**src/rtl/pkmil_pkg.sv**
```systemverilog
`default_nettype none

package pkmil_pkg;

  localparam int unsigned TimeW    = 32;
  localparam int unsigned InKeyW   = 16;
  localparam int unsigned OutcomeW = 3;

  localparam logic [OutcomeW-1:0] OutExisting  = 3'd0;
  localparam logic [OutcomeW-1:0] OutAdded     = 3'd1;
  localparam logic [OutcomeW-1:0] OutTooSoon   = 3'd2;
  localparam logic [OutcomeW-1:0] OutUntracked = 3'd3;
  localparam logic [OutcomeW-1:0] OutNoKey     = 3'd4;

  localparam logic [TimeW-1:0] MinIntervalReset = 32'd1000;

  typedef struct packed {
    logic                active;
    logic                done;
    logic [OutcomeW-1:0] outcome;
  } tok_t;

endpackage

`default_nettype wire

```
**src/rtl/pkmil_if.sv**
```systemverilog
`default_nettype none

interface pkmil_req_if;
  logic                                valid;
  logic                                ready;
  logic                                key_present;
  logic [pkmil_pkg::InKeyW-1:0]        handler_key;
  logic [pkmil_pkg::TimeW-1:0]         now_ms;

  modport source (output valid, key_present, handler_key, now_ms, input ready);
  modport sink   (input valid, key_present, handler_key, now_ms, output ready);
endinterface

interface pkmil_rsp_if;
  logic                                valid;
  logic                                ready;
  logic                                allowed;
  logic [pkmil_pkg::OutcomeW-1:0]      outcome;

  modport source (output valid, allowed, outcome, input ready);
  modport sink   (input valid, allowed, outcome, output ready);
endinterface

`default_nettype wire

```
**src/rtl/pkmil_cell.sv**
```systemverilog
`default_nettype none

module pkmil_cell #(
  parameter int unsigned KeyW  = 16,
  parameter int unsigned CntW  = 5,
  parameter int unsigned Index = 0
) (
  input  wire                          clk_i,
  input  wire                          rst_ni,
  input  wire [pkmil_pkg::TimeW-1:0]   min_interval_i,
  input  wire [CntW-1:0]               used_i,
  input  wire pkmil_pkg::tok_t         tok_i,
  input  wire [KeyW-1:0]               key_i,
  input  wire [pkmil_pkg::TimeW-1:0]   now_i,
  output pkmil_pkg::tok_t              tok_o,
  output logic [KeyW-1:0]              key_o,
  output logic [pkmil_pkg::TimeW-1:0]  now_o
);

  localparam logic [CntW-1:0] IdxC = CntW'(Index);

  logic [KeyW-1:0]              ent_key_q;
  logic [pkmil_pkg::TimeW-1:0]  ent_time_q;
  logic [pkmil_pkg::TimeW-1:0]  elapsed;
  logic                         live;
  logic                         match;
  logic                         claim;
  logic                         too_soon;
  pkmil_pkg::tok_t              tok_d;
  pkmil_pkg::tok_t              tok_q;
  logic [KeyW-1:0]              key_q;
  logic [pkmil_pkg::TimeW-1:0]  now_q;

  always_comb begin
    live     = tok_i.active && !tok_i.done;
    elapsed  = now_i - ent_time_q;
    too_soon = elapsed < min_interval_i;
    match    = live && (IdxC < used_i) && (ent_key_q == key_i);
    claim    = live && (IdxC == used_i);
    tok_d    = tok_i;
    if (match) begin
      tok_d.done    = 1'b1;
      tok_d.outcome = too_soon ? pkmil_pkg::OutTooSoon : pkmil_pkg::OutExisting;
    end else if (claim) begin
      tok_d.done    = 1'b1;
      tok_d.outcome = pkmil_pkg::OutAdded;
    end
  end

  always_ff @(posedge clk_i) begin
    if (claim) begin
      ent_key_q <= key_i;
    end
    if (claim || (match && !too_soon)) begin
      ent_time_q <= now_i;
    end
    key_q <= key_i;
    now_q <= now_i;
  end

  always_ff @(posedge clk_i or negedge rst_ni) begin
    if (!rst_ni) begin
      tok_q <= '0;
    end else begin
      tok_q <= tok_d;
    end
  end

  assign tok_o = tok_q;
  assign key_o = key_q;
  assign now_o = now_q;

endmodule

`default_nettype wire

```
**src/rtl/per_key_min_interval_limiter_unit.sv**
```systemverilog
// Per-key minimum-interval limiter. A request is taken when req_i.ready is high and
// travels down a row of TABLE_ENTRIES cells, one cell per cycle; each cell holds one
// key and its last accepted time, checks and updates it, or claims itself for a new
// key when it is the first unused entry. The result then passes through a pending
// register and an output register before it appears on rsp_o. One request is in
// flight at a time; the next one can be taken as soon as the previous result has
// moved into the output register, even if that result has not yet been taken. The
// minimum interval is written through cfg_we_i and cfg_wdata_i; the user must write
// it only while no request is in flight, and the block itself does not enforce this.
// It resets to 1000 ms.
`default_nettype none

module per_key_min_interval_limiter_unit #(
  parameter int unsigned TABLE_ENTRIES = 16,
  parameter int unsigned KEY_BITS      = 16
) (
  input  wire                          clk_i,
  input  wire                          rst_ni,
  input  wire                          cfg_we_i,
  input  wire [pkmil_pkg::TimeW-1:0]   cfg_wdata_i,
  pkmil_req_if.sink                    req_i,
  pkmil_rsp_if.source                  rsp_o
);

  localparam int unsigned KeyW = (KEY_BITS < pkmil_pkg::InKeyW) ? KEY_BITS
                                                                : pkmil_pkg::InKeyW;
  localparam int unsigned CntW = $clog2(TABLE_ENTRIES + 1);
  localparam logic [CntW-1:0] FullC = CntW'(TABLE_ENTRIES);

  pkmil_pkg::tok_t              tok   [TABLE_ENTRIES+1];
  logic [KeyW-1:0]              key   [TABLE_ENTRIES+1];
  logic [pkmil_pkg::TimeW-1:0]  now   [TABLE_ENTRIES+1];

  logic [pkmil_pkg::TimeW-1:0]  min_interval_q;
  logic [CntW-1:0]              used_q;
  logic                         busy_q;
  logic                         pend_q;
  logic [pkmil_pkg::OutcomeW-1:0] pend_outcome_q;
  logic                         out_valid_q;
  logic [pkmil_pkg::OutcomeW-1:0] out_outcome_q;
  logic                         accept;
  logic                         move;
  pkmil_pkg::tok_t              exit_tok;
  logic [pkmil_pkg::OutcomeW-1:0] exit_outcome;

  assign accept = req_i.valid && req_i.ready;
  assign req_i.ready = !busy_q;

  always_comb begin
    tok[0].active  = accept;
    tok[0].done    = !req_i.key_present;
    tok[0].outcome = pkmil_pkg::OutNoKey;
  end
  assign key[0] = req_i.handler_key[KeyW-1:0];
  assign now[0] = req_i.now_ms;

  for (genvar g = 0; g < TABLE_ENTRIES; g++) begin : g_cell
    pkmil_cell #(
      .KeyW  (KeyW),
      .CntW  (CntW),
      .Index (g)
    ) u_cell (
      .clk_i          (clk_i),
      .rst_ni         (rst_ni),
      .min_interval_i (min_interval_q),
      .used_i         (used_q),
      .tok_i          (tok[g]),
      .key_i          (key[g]),
      .now_i          (now[g]),
      .tok_o          (tok[g+1]),
      .key_o          (key[g+1]),
      .now_o          (now[g+1])
    );
  end

  assign exit_tok     = tok[TABLE_ENTRIES];
  assign exit_outcome = exit_tok.done ? exit_tok.outcome : pkmil_pkg::OutUntracked;
  assign move         = pend_q && (!out_valid_q || rsp_o.ready);

  always_ff @(posedge clk_i) begin
    if (exit_tok.active) begin
      pend_outcome_q <= exit_outcome;
    end
    if (move) begin
      out_outcome_q <= pend_outcome_q;
    end
  end

  always_ff @(posedge clk_i or negedge rst_ni) begin
    if (!rst_ni) begin
      min_interval_q <= pkmil_pkg::MinIntervalReset;
      used_q         <= '0;
      busy_q         <= 1'b0;
      pend_q         <= 1'b0;
      out_valid_q    <= 1'b0;
    end else begin
      if (cfg_we_i) begin
        min_interval_q <= cfg_wdata_i;
      end
      if (exit_tok.active && exit_outcome == pkmil_pkg::OutAdded && used_q != FullC) begin
        used_q <= used_q + CntW'(1);
      end
      if (accept) begin
        busy_q <= 1'b1;
      end else if (move) begin
        busy_q <= 1'b0;
      end
      if (exit_tok.active) begin
        pend_q <= 1'b1;
      end else if (move) begin
        pend_q <= 1'b0;
      end
      if (move) begin
        out_valid_q <= 1'b1;
      end else if (rsp_o.ready) begin
        out_valid_q <= 1'b0;
      end
    end
  end

  assign rsp_o.valid   = out_valid_q;
  assign rsp_o.outcome = out_outcome_q;
  assign rsp_o.allowed = (out_outcome_q == pkmil_pkg::OutExisting) ||
                         (out_outcome_q == pkmil_pkg::OutAdded) ||
                         (out_outcome_q == pkmil_pkg::OutUntracked);

endmodule

`default_nettype wire

```
**src/flat_wrapper.sv**
```systemverilog
// flat-port wrapper written by rule: the top's interface ports become plain ports
module per_key_min_interval_limiter_unit_flat 
#(
  parameter int unsigned TABLE_ENTRIES = 16,
  parameter int unsigned KEY_BITS      = 16
)
  (clk_i, rst_ni, cfg_we_i, cfg_wdata_i, req_i_valid, req_i_key_present, req_i_handler_key, req_i_now_ms, req_i_ready, rsp_o_valid, rsp_o_allowed, rsp_o_outcome, rsp_o_ready);
  pkmil_req_if req_i_i ();
  pkmil_rsp_if rsp_o_i ();
  input  wire clk_i;
  input  wire rst_ni;
  input  wire cfg_we_i;
  input  wire [pkmil_pkg::TimeW-1:0] cfg_wdata_i;
  input wire logic [$bits(req_i_i.valid)-1:0] req_i_valid;
  input wire logic [$bits(req_i_i.key_present)-1:0] req_i_key_present;
  input wire logic [$bits(req_i_i.handler_key)-1:0] req_i_handler_key;
  input wire logic [$bits(req_i_i.now_ms)-1:0] req_i_now_ms;
  output wire logic [$bits(req_i_i.ready)-1:0] req_i_ready;
  output wire logic [$bits(rsp_o_i.valid)-1:0] rsp_o_valid;
  output wire logic [$bits(rsp_o_i.allowed)-1:0] rsp_o_allowed;
  output wire logic [$bits(rsp_o_i.outcome)-1:0] rsp_o_outcome;
  input wire logic [$bits(rsp_o_i.ready)-1:0] rsp_o_ready;
  assign req_i_i.valid = req_i_valid;
  assign req_i_i.key_present = req_i_key_present;
  assign req_i_i.handler_key = req_i_handler_key;
  assign req_i_i.now_ms = req_i_now_ms;
  assign req_i_ready = req_i_i.ready;
  assign rsp_o_valid = rsp_o_i.valid;
  assign rsp_o_allowed = rsp_o_i.allowed;
  assign rsp_o_outcome = rsp_o_i.outcome;
  assign rsp_o_i.ready = rsp_o_ready;
  per_key_min_interval_limiter_unit #(.TABLE_ENTRIES(TABLE_ENTRIES), .KEY_BITS(KEY_BITS)) u_core (.clk_i(clk_i), .rst_ni(rst_ni), .cfg_we_i(cfg_we_i), .cfg_wdata_i(cfg_wdata_i), .req_i(req_i_i), .rsp_o(rsp_o_i));
endmodule
```
**config.mk**
```make
export PLATFORM = sky130hd
export DESIGN_NAME = per_key_min_interval_limiter_unit_flat
export DESIGN_NICKNAME = d
export VERILOG_FILES = /design/src/rtl/pkmil_pkg.sv /design/src/rtl/pkmil_if.sv /design/src/rtl/pkmil_cell.sv /design/src/rtl/per_key_min_interval_limiter_unit.sv /design/src/flat_wrapper.sv
export SDC_FILE = /design/constraint.sdc
export NUM_CORES = 2
export LEC_CHECK = 0
export ABC_AREA = 1
export ABC_CLOCK_PERIOD_IN_PS = 9000
export BUFFER_PORTS_ARGS = -buffer_cell sky130_fd_sc_hd__buf_2
export CAP_MARGIN = 20
export CORE_UTILIZATION = 50
export CTS_CLUSTER_DIAMETER = 200
export DETAILED_ROUTE_END_ITERATION = 6
export MAX_ROUTING_LAYER = met4
export PLACE_DENSITY = 0.76
export SKIP_LAST_GASP = 1
export SYNTH_ARGS = -nofsm -noshare
export SYNTH_HDL_FRONTEND = slang
export SYNTH_SLANG_ARGS = --single-unit
```
**constraint.sdc**
```tcl
create_clock -name clk_i -period 9 [get_ports clk_i]
set_input_delay 0 -clock clk_i [delete_from_list [all_inputs] [get_ports clk_i]]
set_output_delay 0 -clock clk_i [all_outputs]
set_load 0.005 [all_outputs]
```
==> impl_metrics.ini <==
[setup_path]
critPathCaptureType = flip-flop
arrival_ns = 4.91
worstPathMaxFanout = 32
reg2reg_depth = 18
reg2reg_slack_ns = 4.58
cp-start-kind = flip-flop
worstPathRequired_ns = 9.49
worstReg2RegStart = u_core.g_cell[2].u_cell.now_o[13]
worstSetupPathType = reg2reg
reg2reg_to = u_core.g_cell[3].u_cell.ent_time_q[11]

[floorplan]
io_pins = 92
dieArea_um2 = 181900
die_y_um = 426.5
core-area_um2 = 178800
num_rows = 155
die_x_um = 426.5
floorplan.initialDensity = 0.5040

[logic_synthesis]
yosysMostFrequentCell = nand2_1
synth_seq_cells = 1614
syn_area_per_cell_um2 = 8.414
ys_types = 50
synth_ff_type = edfxtp_1
synthArstFlopShare = 0.07435
synth_common_cells = nand2_1, inv_1, nor2_1
synth_top_area_cell = edfxtp_1
synth_area_leaders = edfxtp_1, dfxtp_1, ha_1
syn_inst = 10710
synth_edf_count = 774
ys_warn_count = 0
syn_nets = 11810
synth.top_cell.area_share = 0.2579
seq_area_frac_synth = 0.4513
synth_area_um2 = 90110

[route]
drc = 1
vias_per_cell = 5.496
wire_per_inst_um = 20.59
dr.pass1.iters = 7
ant_nets = 0
drt_iter0_drc = 6828
vias = 75710
wl_mm = 283.6

[power]
peakVddDrop_mv = 0.2169
power.density_nw_per_um2 = 186.4
leakagePower_nw = 48.39

[timing]
final.setup_skew_ns = 0.07631
min_period_over_period = 0.4908
hold_violations = 0
relSlewSlack = 0.3407
fmax_mhz = 226.4
rsz0062_at_grt = no
worst_slack_ns = 4.583
slew_violations = 0
final.setup.tns_ns = 0
tightestPinTransition_ns = 0.9853
setup_violations = 0
min_period_ns = 4.417
hold_slack_ns = 0.06754

[cells_and_area]
areaGrowthSynthToFinish_pct = 13.80
drive_gt1_frac = 0.04392
fin_nets = 12360
n_fill_cell = 15640

[global_routing]
track_usage = 0.3174
antenna_found_initial = 25
grt_pass1_vias = 73260
grt_max_degree = 64
globalRouteOverflowTotal = 0
grt_first_pass_wirelength_mm = 426.4

[worst_hold_path]
hold_start = req_i_now_ms[5]
holdPathStages = 2
hold_path_end = u_core.g_cell[0].u_cell.ent_time_q[5]
min_path_type = in2reg

[clock_network]
cts.clk_slew.worst_paths_ns = 0.06
clk_latency_ns = 0.86
clock-sinks = 1614
clockBufferDepth = 3
cts_buffers = 168
postCtsSetupBuffers = 0
cts_root_buf = clkbuf_16
cts_tree = done
cts_htree_levels = 4

[placed_design]
place_ws_ns = 4.707
globalplace.congestion = 1.045
port_buffers = 91
place_hpwl_mm = 216.6

[run]
drv_cap = 0

[status]
violations = DRC
status = finished, violations left
==> metal layers <==
metal / vias to the layer above / routed length (µm) / global-route usage
met4: 0 / 15710 / 0.1561
met1: 35330 / 119200 / 0.3996
met3: 753 / 20500 / 0.04576
li1: 36650 / - / -
met5: - / 0 / -
met2: 2979 / 128200 / 0.5001
==> how the worst max path moves through the flow <==
| stage | start | endpoint | cells past startpoint | slack (ns) |
|---|---|---|---|---|
| final | u_core.g_cell[2].u_cell.now_o[13] | u_core.g_cell[3].u_cell.ent_time_q[11] | 18 | 4.58 |
| after global routing | u_core.g_cell[0].u_cell.now_o[0] | u_core.g_cell[1].u_cell.ent_time_q[9] | 24 | 4.31 |
| after CTS | u_core.g_cell[2].u_cell.now_o[13] | u_core.g_cell[3].u_cell.ent_time_q[11] | 18 | 4.67 |
| after detailed placement | u_core.g_cell[0].u_cell.now_o[0] | u_core.g_cell[1].u_cell.ent_time_q[4] | 24 | 4.71 |
| after global placement | u_core.g_cell[0].u_cell.now_o[0] | u_core.g_cell[1].u_cell.ent_time_q[3] | 24 | 4.73 |
| after floorplan | u_core.g_cell[2].u_cell.now_o[0] | u_core.g_cell[3].u_cell.ent_time_q[0] | 21 | 5.37 |
==> through the flow <==
stage / instance area [µm²] / power, mW / instances / utilization
after floorplan: 90110 / 10.38 / 10710 / -
after global placement: 93950 / 11.38 / 13210 / 0.5254
after detailed placement: 93950 / 11.50 / 13210 / 0.5254
after CTS: 102500 / 19.13 / 13760 / 0.5733
after global routing: 102500 / 19.89 / 13770 / 0.5735
final: 102500 / 19.12 / 13780 / 0.5735
==> state kept, by name, indices dropped and copies added (netlist names) <==
register,flops
u_core.pend_outcome_q,3
u_core.rsp_o.outcome,3
u_core.g_cell.u_cell.key_o,240
u_core.g_cell.u_cell.tok_o,80
u_core.g_cell.u_cell.now_o,480
u_core.used_q,5
u_core.g_cell.u_cell.ent_key_q,256
u_core.busy_q,1
u_core.g_cell.u_cell.ent_time_q,512
u_core.rsp_o.valid,1
u_core.min_interval_q,32
u_core.pend_q,1
==> cells in the final DEF (no fill, tap or decap), drive strengths merged <==
master / netlist / final
o21a: 63 / 63
diode: 0 / 13
a21oi: 855 / 855
ha: 995 / 995
nor3b: 6 / 6
nand3: 533 / 533
inv: 1502 / 1521
o21bai: 54 / 54
dfstp: 6 / 6
o21ai: 425 / 425
mux2: 1 / 1
clkbuf: 7 / 211
a21boi: 3 / 3
o2111ai: 1 / 1
xor2: 325 / 325
fa: 16 / 16
xnor2: 131 / 131
edfxtp: 774 / 774
o22ai: 2 / 2
clkinvlp: 0 / 5
nor4: 26 / 26
nor3: 147 / 147
clkinv: 0 / 57
buf: 4 / 156
nand3b: 9 / 9
nor2: 1055 / 1055
nand4: 161 / 161
bufinv: 0 / 25
a31oi: 5 / 5
dlygate4sd3: 0 / 236
or2: 18 / 18
a211oi: 1 / 1
o211ai: 24 / 24
dfxtp: 720 / 720
nand2: 2661 / 2661
a21o: 56 / 56
and2: 10 / 10
dfrtp: 114 / 114
==> what timing repair did <==
action | in CTS | in global routing
hold buffers | 237 | 0
endpoints found under the hold margin | 253 | 0
gates resized for setup | 0 | 0
==> critical path, stage by stage (launching register included) <==
cell	delay, ns
dfxtp_1	0.42
ha_1	0.42
nand2_1	0.14
nor2_1	0.30
nand2_1	0.10
o21ai_0	0.62
nand2_1	0.17
nand3_1	0.13
nand2_1	0.07
ha_1	0.28
nand2_1	0.06
nor2_1	0.18
nand2_1	0.10
nor2_1	0.17
nand2_1	0.21
nand2_1	0.12
nand2_1	0.06
nand2_1	0.07
buf_4	0.39
==> area by class of cell <==
| type | count | area [µm²] | area share |
|---|---|---|---|
| repair buffers | 392 | 3336 | 0.03253 |
| diodes | 13 | 32.53 | 0.0003172 |
| well taps | 2355 | 2947 | 0.02873 |
| clock inverters | 106 | 1545 | 0.01507 |
| clock buffers | 211 | 4622 | 0.04507 |
| multi-input cells | 7583 | 43760 | 0.4267 |
| flip-flops and latches | 1614 | 40670 | 0.3966 |
| inverters | 1502 | 5640 | 0.05500 |
==> where the power goes <==
group | total [mW] | leakage, nW | internal, mW | switching [mW]
Clock | 7.58 | 2.99 | 4.44 | 3.14
Combinational | 3.19 | 30.9 | 1.11 | 2.08
Sequential | 8.34 | 14.5 | 8.03 | 0.312
==> kinds of logic after synthesis <==
group           count (synthesis)  synth area share
xor+xnor                      456           0.04432
mux                             1         0.0001250
compound gates               1489           0.08871
fa+ha+maj                    1011            0.1417
buf+inv                      1513           0.06320
simple gates                 4626            0.2106
flops                        1614            0.4513
Note: power is estimated with default switching activity, not from simulation.
